**config.mk**
```make
export PLATFORM = sky130hd
export DESIGN_NAME = longest_unique_run_length_flat
export DESIGN_NICKNAME = d
export VERILOG_FILES = /design/src/hdl/lurl_pkg.sv /design/src/hdl/lurl_if.sv /design/src/hdl/lurl_pos_mem.sv /design/src/hdl/lurl_window_ctl.sv /design/src/hdl/longest_unique_run_length.sv /design/src/flat_wrapper.sv
export SDC_FILE = /design/constraint.sdc
export NUM_CORES = 2
export LEC_CHECK = 0
export ABC_CLOCK_PERIOD_IN_PS = 17510
export BUFFER_PORTS_ARGS = -buffer_cell sky130_fd_sc_hd__buf_4
export CORE_ASPECT_RATIO = 1.4
export CORE_MARGIN = 2
export CORE_UTILIZATION = 63
export DETAILED_ROUTE_END_ITERATION = 6
export PLACE_DENSITY_LB_ADDON = 0.25
export REMOVE_ABC_BUFFERS = 1
export SLEW_MARGIN = 25
export SYNTH_ARGS = -nofsm -noshare
export SYNTH_HDL_FRONTEND = slang
export SYNTH_SLANG_ARGS = --single-unit
export TNS_END_PERCENT = 5
```
**constraint.sdc**
```tcl
create_clock -name clk_i -period 17.51 [get_ports clk_i]
set_clock_uncertainty 0.1 [all_clocks]
set_input_delay 2.6265 -clock clk_i [delete_from_list [all_inputs] [get_ports clk_i]]
set_output_delay 2.6265 -clock clk_i [all_outputs]
set_load 0.01 [all_outputs]
```
**src/hdl/lurl_pkg.sv**
```systemverilog
`timescale 1ns / 1ps
// ----------------------------------------------------------------------------
// lurl_pkg
// Shared constants and types for the longest unique run length block.
// ----------------------------------------------------------------------------
package lurl_pkg;

  localparam int unsigned LenBitsDef = 16;
  localparam int unsigned SymBits    = 8;
  localparam int unsigned NumSyms    = 1 << SymBits;
  localparam int unsigned FieldBits  = 16;

  // Read and write requests from the window logic to the position table.
  typedef struct packed {
    logic               rd_en;
    logic [SymBits-1:0] rd_addr;
    logic               wr_en;
    logic [SymBits-1:0] wr_addr;
  } mem_ctl_t;

endpackage

```
**src/hdl/lurl_if.sv**
```systemverilog
`timescale 1ns / 1ps
// ----------------------------------------------------------------------------
// lurl_if
// Valid/ready channels for the string bytes and the run length results.
// ----------------------------------------------------------------------------
interface lurl_in_if;
  logic                        valid;
  logic                        ready;
  logic [lurl_pkg::SymBits-1:0] byte_value;
  logic                        last_byte;

  modport source (output valid, output byte_value, output last_byte, input ready);
  modport sink   (input valid, input byte_value, input last_byte, output ready);
endinterface

interface lurl_out_if;
  logic                          valid;
  logic                          ready;
  logic [lurl_pkg::FieldBits-1:0] best_length;
  logic [lurl_pkg::FieldBits-1:0] window_length;
  logic                          string_done;

  modport source (output valid, output best_length, output window_length,
                  output string_done, input ready);
  modport sink   (input valid, input best_length, input window_length,
                  input string_done, output ready);
endinterface

```
**src/hdl/lurl_pos_mem.sv**
```systemverilog
`timescale 1ns / 1ps
// ----------------------------------------------------------------------------
// lurl_pos_mem
// Last-seen position table: one synchronous read and one write per cycle,
// with the write of the same edge forwarded to the read result.
// ----------------------------------------------------------------------------
module lurl_pos_mem #(
  parameter int unsigned LenBits = lurl_pkg::LenBitsDef
) (
  input  logic                 clk_i,
  input  logic                 rst_ni,
  input  lurl_pkg::mem_ctl_t   ctl_i,
  input  logic [LenBits-1:0]   wr_data_i,
  output logic [LenBits-1:0]   rd_data_o
);

  logic [LenBits-1:0]           mem_q [lurl_pkg::NumSyms];
  logic [LenBits-1:0]           rd_q;
  logic [lurl_pkg::SymBits-1:0] rd_addr_q;
  logic [lurl_pkg::SymBits-1:0] fwd_addr_q;
  logic [LenBits-1:0]           fwd_data_q;
  logic                         fwd_vld_q;

  always_ff @(posedge clk_i) begin
    if (ctl_i.wr_en) begin
      mem_q[ctl_i.wr_addr] <= wr_data_i;
    end
    if (ctl_i.rd_en) begin
      rd_q      <= mem_q[ctl_i.rd_addr];
      rd_addr_q <= ctl_i.rd_addr;
    end
  end

  // Keep the most recent write; it covers a write that landed on the read edge.
  always_ff @(posedge clk_i or negedge rst_ni) begin
    if (!rst_ni) begin
      fwd_vld_q <= 1'b0;
    end else if (ctl_i.wr_en) begin
      fwd_vld_q <= 1'b1;
    end
  end

  always_ff @(posedge clk_i) begin
    if (ctl_i.wr_en) begin
      fwd_addr_q <= ctl_i.wr_addr;
      fwd_data_q <= wr_data_i;
    end
  end

  assign rd_data_o = (fwd_vld_q && (fwd_addr_q == rd_addr_q)) ? fwd_data_q : rd_q;

endmodule

```
**src/hdl/lurl_window_ctl.sv**
```systemverilog
`timescale 1ns / 1ps
// ----------------------------------------------------------------------------
// lurl_window_ctl
// Sliding window update: seen bits, position, window start, best length and
// the output register.
// ----------------------------------------------------------------------------
module lurl_window_ctl #(
  parameter int unsigned LenBits = lurl_pkg::LenBitsDef
) (
  input  logic               clk_i,
  input  logic               rst_ni,
  lurl_in_if.sink            req_i,
  lurl_out_if.source         rsp_o,
  output lurl_pkg::mem_ctl_t mem_ctl_o,
  output logic [LenBits-1:0] mem_wr_data_o,
  input  logic [LenBits-1:0] mem_rd_data_i
);

  localparam int unsigned FieldBits = lurl_pkg::FieldBits;

  logic                         s1_vld_q;
  logic [lurl_pkg::SymBits-1:0] s1_byte_q;
  logic                         s1_last_q;
  logic [LenBits-1:0]           pos_q, start_q, best_q;
  logic [lurl_pkg::NumSyms-1:0] seen_q;
  logic                         out_vld_q;
  logic [FieldBits-1:0]         out_best_q, out_wl_q;
  logic                         out_done_q;

  logic               out_free, s1_adv, acc, hit;
  logic [LenBits-1:0] span, gap, start_d, wl_raw, wl_d, best_d;

  assign out_free    = !out_vld_q || rsp_o.ready;
  assign s1_adv      = s1_vld_q && out_free;
  assign req_i.ready = !s1_vld_q || s1_adv;
  assign acc         = req_i.valid && req_i.ready;

  assign mem_ctl_o.rd_en   = acc;
  assign mem_ctl_o.rd_addr = req_i.byte_value;
  assign mem_ctl_o.wr_en   = s1_adv;
  assign mem_ctl_o.wr_addr = s1_byte_q;
  assign mem_wr_data_o     = pos_q;

  // Earlier occurrence inside [start, pos-1] moves the start past it.
  always_comb begin
    span    = pos_q - start_q;
    gap     = pos_q - mem_rd_data_i;
    hit     = seen_q[s1_byte_q] && (gap != '0) && ((gap - 1'b1) < span);
    start_d = hit ? (mem_rd_data_i + 1'b1) : start_q;
    wl_raw  = pos_q - start_d;
    wl_d    = (&wl_raw) ? wl_raw : (wl_raw + 1'b1);
    best_d  = (wl_d > best_q) ? wl_d : best_q;
  end

  always_ff @(posedge clk_i or negedge rst_ni) begin
    if (!rst_ni) begin
      s1_vld_q  <= 1'b0;
      out_vld_q <= 1'b0;
      pos_q     <= '0;
      start_q   <= '0;
      best_q    <= '0;
      seen_q    <= '0;
    end else begin
      s1_vld_q  <= acc || (s1_vld_q && !s1_adv);
      out_vld_q <= s1_adv || (out_vld_q && !rsp_o.ready);
      if (s1_adv) begin
        if (s1_last_q) begin
          // End of string: drop all per-string state.
          pos_q   <= '0;
          start_q <= '0;
          best_q  <= '0;
          seen_q  <= '0;
        end else begin
          pos_q             <= pos_q + 1'b1;
          start_q           <= start_d;
          best_q            <= best_d;
          seen_q[s1_byte_q] <= 1'b1;
        end
      end
    end
  end

  always_ff @(posedge clk_i) begin
    if (acc) begin
      s1_byte_q <= req_i.byte_value;
      s1_last_q <= req_i.last_byte;
    end
    if (s1_adv) begin
      out_best_q <= FieldBits'(best_d);
      out_wl_q   <= FieldBits'(wl_d);
      out_done_q <= s1_last_q;
    end
  end

  assign rsp_o.valid         = out_vld_q;
  assign rsp_o.best_length   = out_best_q;
  assign rsp_o.window_length = out_wl_q;
  assign rsp_o.string_done   = out_done_q;

endmodule

```
**src/hdl/longest_unique_run_length.sv**
```systemverilog
`timescale 1ns / 1ps
// ----------------------------------------------------------------------------
// longest_unique_run_length
// Streaming longest repeat-free run over byte strings.
// ----------------------------------------------------------------------------
// Usage:
//   req_i carries one byte per request, last_byte marks the end of a string.
//   rsp_o returns one result per byte: the length of the repeat-free window
//   ending at that byte, the best length so far in the string, and
//   string_done on the result of the last byte, where best_length is final.
//   Throughput is one byte per cycle while rsp_o.ready is high; the loop is
//   one read of the last-position table, issued at acceptance, and one
//   write-back as the byte leaves lookup, forwarded to a same-entry read.
//   Each byte passes the lookup stage and then the output register, which
//   holds its result on rsp_o until it is taken.
//   Reset clears the seen bits, position, window start and best length in
//   flip-flops at once; no clearing pass runs. The same happens after each
//   last byte, so the next byte starts a new string without a gap.
//   When the receiver stalls, the result waits in the output register; one
//   more byte enters the lookup stage if it is empty, then req_i.ready drops.
//   Lengths saturate at 2^LenBits - 1; positions wrap modulo 2^LenBits.
// ----------------------------------------------------------------------------
module longest_unique_run_length #(
  parameter int unsigned LenBits = lurl_pkg::LenBitsDef
) (
  input  logic        clk_i,
  input  logic        rst_ni,
  lurl_in_if.sink     req_i,
  lurl_out_if.source  rsp_o
);

  lurl_pkg::mem_ctl_t mem_ctl;
  logic [LenBits-1:0] mem_wr_data;
  logic [LenBits-1:0] mem_rd_data;

  lurl_window_ctl #(
    .LenBits (LenBits)
  ) u_window (
    .clk_i         (clk_i),
    .rst_ni        (rst_ni),
    .req_i         (req_i),
    .rsp_o         (rsp_o),
    .mem_ctl_o     (mem_ctl),
    .mem_wr_data_o (mem_wr_data),
    .mem_rd_data_i (mem_rd_data)
  );

  lurl_pos_mem #(
    .LenBits (LenBits)
  ) u_pos_mem (
    .clk_i     (clk_i),
    .rst_ni    (rst_ni),
    .ctl_i     (mem_ctl),
    .wr_data_i (mem_wr_data),
    .rd_data_o (mem_rd_data)
  );

endmodule

```
**src/flat_wrapper.sv**
```systemverilog
// flat-port wrapper written by rule: the top's interface ports become plain ports
module longest_unique_run_length_flat 
#(
  parameter int unsigned LenBits = lurl_pkg::LenBitsDef
)
  (clk_i, rst_ni, req_i_valid, req_i_byte_value, req_i_last_byte, req_i_ready, rsp_o_valid, rsp_o_best_length, rsp_o_window_length, rsp_o_string_done, rsp_o_ready);
  lurl_in_if req_i_i ();
  lurl_out_if rsp_o_i ();
  input  logic clk_i;
  input  logic rst_ni;
  input wire logic [$bits(req_i_i.valid)-1:0] req_i_valid;
  input wire logic [$bits(req_i_i.byte_value)-1:0] req_i_byte_value;
  input wire logic [$bits(req_i_i.last_byte)-1:0] req_i_last_byte;
  output wire logic [$bits(req_i_i.ready)-1:0] req_i_ready;
  output wire logic [$bits(rsp_o_i.valid)-1:0] rsp_o_valid;
  output wire logic [$bits(rsp_o_i.best_length)-1:0] rsp_o_best_length;
  output wire logic [$bits(rsp_o_i.window_length)-1:0] rsp_o_window_length;
  output wire logic [$bits(rsp_o_i.string_done)-1:0] rsp_o_string_done;
  input wire logic [$bits(rsp_o_i.ready)-1:0] rsp_o_ready;
  assign req_i_i.valid = req_i_valid;
  assign req_i_i.byte_value = req_i_byte_value;
  assign req_i_i.last_byte = req_i_last_byte;
  assign req_i_ready = req_i_i.ready;
  assign rsp_o_valid = rsp_o_i.valid;
  assign rsp_o_best_length = rsp_o_i.best_length;
  assign rsp_o_window_length = rsp_o_i.window_length;
  assign rsp_o_string_done = rsp_o_i.string_done;
  assign rsp_o_i.ready = rsp_o_ready;
  longest_unique_run_length #(.LenBits(LenBits)) u_core (.clk_i(clk_i), .rst_ni(rst_ni), .req_i(req_i_i), .rsp_o(rsp_o_i));
endmodule
```
==> run summary <==
WP data arrival = 14.21 ns
Nets = 8524
# fillers = 15.6k
via count of the routed design = 88.1k
max-slew violations = 0
measured slew at the worst slew-check pin = 1.25 ns
crit path capture = u_core.u_window.rsp_o.best_length[0]
I/O Pins = 48
Final GP Congestion = 0.878
Rel. slew slack = 16.5%
Starting Density = 63.3%
critical path launch point = u_core.u_window.s1_byte_q[3]
# DRC = 0
Max Root-Sink Buffers = 4
Reg2Reg Depth = 53
row count = 229
status = completed
placed insts = 11.7k
fmax = 73.2 MHz
Hold Crit Depth = 1
worst vdd ir = 0.0953 mV
Hold Crit Class = reg -> reg
# hold bufs at CTS = 0
area grow syn2layout = 11.3%
crit path time final = 13.66 ns
initial antenna violation count = 37
Final HPWL DP = 253000 um
Post-synth EDFFs = 4178
Leak = 56.9 nW
FF-to-FF setup slack = 3.85 ns
Crit Path Class = reg -> reg
Die W = 451 um
DR WL/cell = 36.7 um
mapped cell area = 176000 um^2
setup tns final = 0 ns
CP Capture Type = flop
clock latency on the worst-skew pair = 0.95 ns
die area = 283000 um^2
antenna-violating nets left = 0
Synth Flop Type = edfxtp_1
final wirelength = 458000 um
Die Y = 629 um
Crit-path slowest cell = o21ai_1
Reg clk slew, reported paths = 0.07 ns
max incr delay on CP = 0.55 ns
vias in the first global route = 89.3k
average size of a mapped cell = 21.9 um^2
CP Launch Type = flop
final hold violation count = 0
RSZ-0062 raised after global routing = false
final period utilization = 78.0%
GRT Total Usage = 32.7%
P per Cell Area = 115 nW/um^2
Syn Inst Count = 8017
proportion of layout cells with a drive suffix above 1 = 29.6%
post-synthesis register bit count = 4485
total congestion overflow = 0
DR vias/cell = 7.07
Non-Filler Instances = 12.5k
PortBufs = 47
area of the core = 278000 um^2
Fin Hold WS = 0.375 ns
Root Driver = clkbuf_16
max cap viols = 0
Yosys cell types = 77
initial DRC count = 12.8k
CTS Sinks = 4485
Worst Path Max Fanout = 36
CTS tree = done
largest net degree at the start of global routing = 229
Post-synth ARST share = 6.85%
Finish-stage setup viols = 0
r2r endpoint = u_core.u_window.rsp_o.best_length[0]
postcts setup bufs = 0
TritonRoute pass-1 iters = 6
cts bufs inserted = 392
H-tree levels = 5
first-pass GRT wire length = 655000 um
Synth Warn # = 0
worst r2r src = u_core.u_window.s1_byte_q[3]
# resized after CTS = 0
CP required = 18.06 ns
Seq/Total Area, Yosys = 75.7%
## cells by family after synthesis
family / synth area share, %
XOR/XNOR: 0.428
buffers and inverters: 1.07
AND/OR/NAND/NOR: 2.69
multiplexers: 18.5
adder cells (fa/ha/maj): 0.610
AO/OA/AOI/OAI: 1.03
flip-flops: 75.7
## per-layer routing
metal  vias to the layer above  track usage [%]  wire length [um]
met2                      6289             52.6            227000
met5                         -                0               161
met1                     46500             43.6            156000
met4                        28             15.5             25700
li1                      34100                -                 -
met3                      1168             6.59             48900
## state kept, by name, indices dropped and copies added, names as in the netlist, 8 cells and up
signal and flops:
u_core.u_pos_mem.fwd_addr_q 8, u_core.u_pos_mem.fwd_data_q 16, u_core.u_pos_mem.mem_q 4096, u_core.u_pos_mem.rd_q 16, u_core.u_window.best_q 16, u_core.u_window.mem_wr_data_o 16
u_core.u_window.rsp_o.best_length 16, u_core.u_window.rsp_o.window_length 16, u_core.u_window.s1_byte_q 8, u_core.u_window.seen_q 256, u_core.u_window.start_q 16
## synth_stat cells, drive strengths merged, types with 29 or more instances
cell type,number,share of area [%]
edfxtp,4178,71
o21ai,69,0.20
nand2,106,0.23
nor3,30,0.085
mux2i,29,0.17
buf,112,0.27
clkbuf,299,0.64
xnor2,61,0.30
a21oi,56,0.16
ha,81,0.58
mux4,1425,18
inv,75,0.16
dfrtp,307,4.4
nor2,846,1.8
nand3,41,0.12
## report_power, final
group	internal [mW]	switching (mW)
logic	0.723	1.14
clock network	4.91	3.85
registers	11.8	0.0768
## per-stage QoR
step                utilization (%)  cell area [um^2]  setup WS, ns  power (mW)
global route                   70.4            196000          2.73        23.2
detailed placement             65.7            183000          4.07        14.0
finish                         70.4            196000          3.85        22.5
floorplan                         -            174000         0.824        13.3
CTS                            70.3            196000          3.95        22.6
global placement               65.7            183000          4.35        13.9
## worst max-delay path: cells and delay by family, from the launching register on
kind                     cells  cell delay (ns)
AO/OA/AOI/OAI               20             4.36
XOR/XNOR                     4             0.78
adder cells (fa/ha/maj)      6             1.83
buffers and inverters        7             1.89
flip-flops                   1             0.34
multiplexers                 2             0.63
AND/OR/NAND/NOR             14             3.40
## cells in the final DEF (no fill, tap or decap), types with 42 or more instances in the layout
master / count
edfxtp_1: 4178
mux4_2: 1425
nor2_1: 739
clkbuf_16: 402
buf_4: 392
dfrtp_1: 291
nand2_1: 106
nor2_2: 102
ha_1: 81
clkbuf_1: 81
inv_1: 74
clkinv_2: 72
o21ai_0: 64
xnor2_1: 61
a21oi_1: 56
clkinv_1: 55
bufinv_16: 42
## layout make-up
type	count	area [um^2]	share of cell area [%]
Timing Repair Buffer	427	3550	1.81
Clock inverter	214	2220	1.13
Antenna cell	22	55.1	0.0281
Clock buffer	500	10600	5.41
Sequential cell	4485	133000	68.1
Tap cell	3696	4620	2.36
Inverter	76	287	0.146
Multi-Input combinational cell	3045	41200	21.0
## worst min-delay path by stage
stage                                           from                          to  slack (ns)
after global routing      u_core.u_pos_mem.fwd_vld_q  u_core.u_pos_mem.fwd_vld_q        0.38
after CTS                 u_core.u_pos_mem.fwd_vld_q  u_core.u_pos_mem.fwd_vld_q        0.38
after floorplan           u_core.u_pos_mem.fwd_vld_q  u_core.u_pos_mem.fwd_vld_q        0.33
final                     u_core.u_pos_mem.fwd_vld_q  u_core.u_pos_mem.fwd_vld_q        0.37
after detailed placement  u_core.u_pos_mem.fwd_vld_q  u_core.u_pos_mem.fwd_vld_q        0.36
after global placement    u_core.u_pos_mem.fwd_vld_q  u_core.u_pos_mem.fwd_vld_q        0.36
Power figures use the tool's default switching activity.
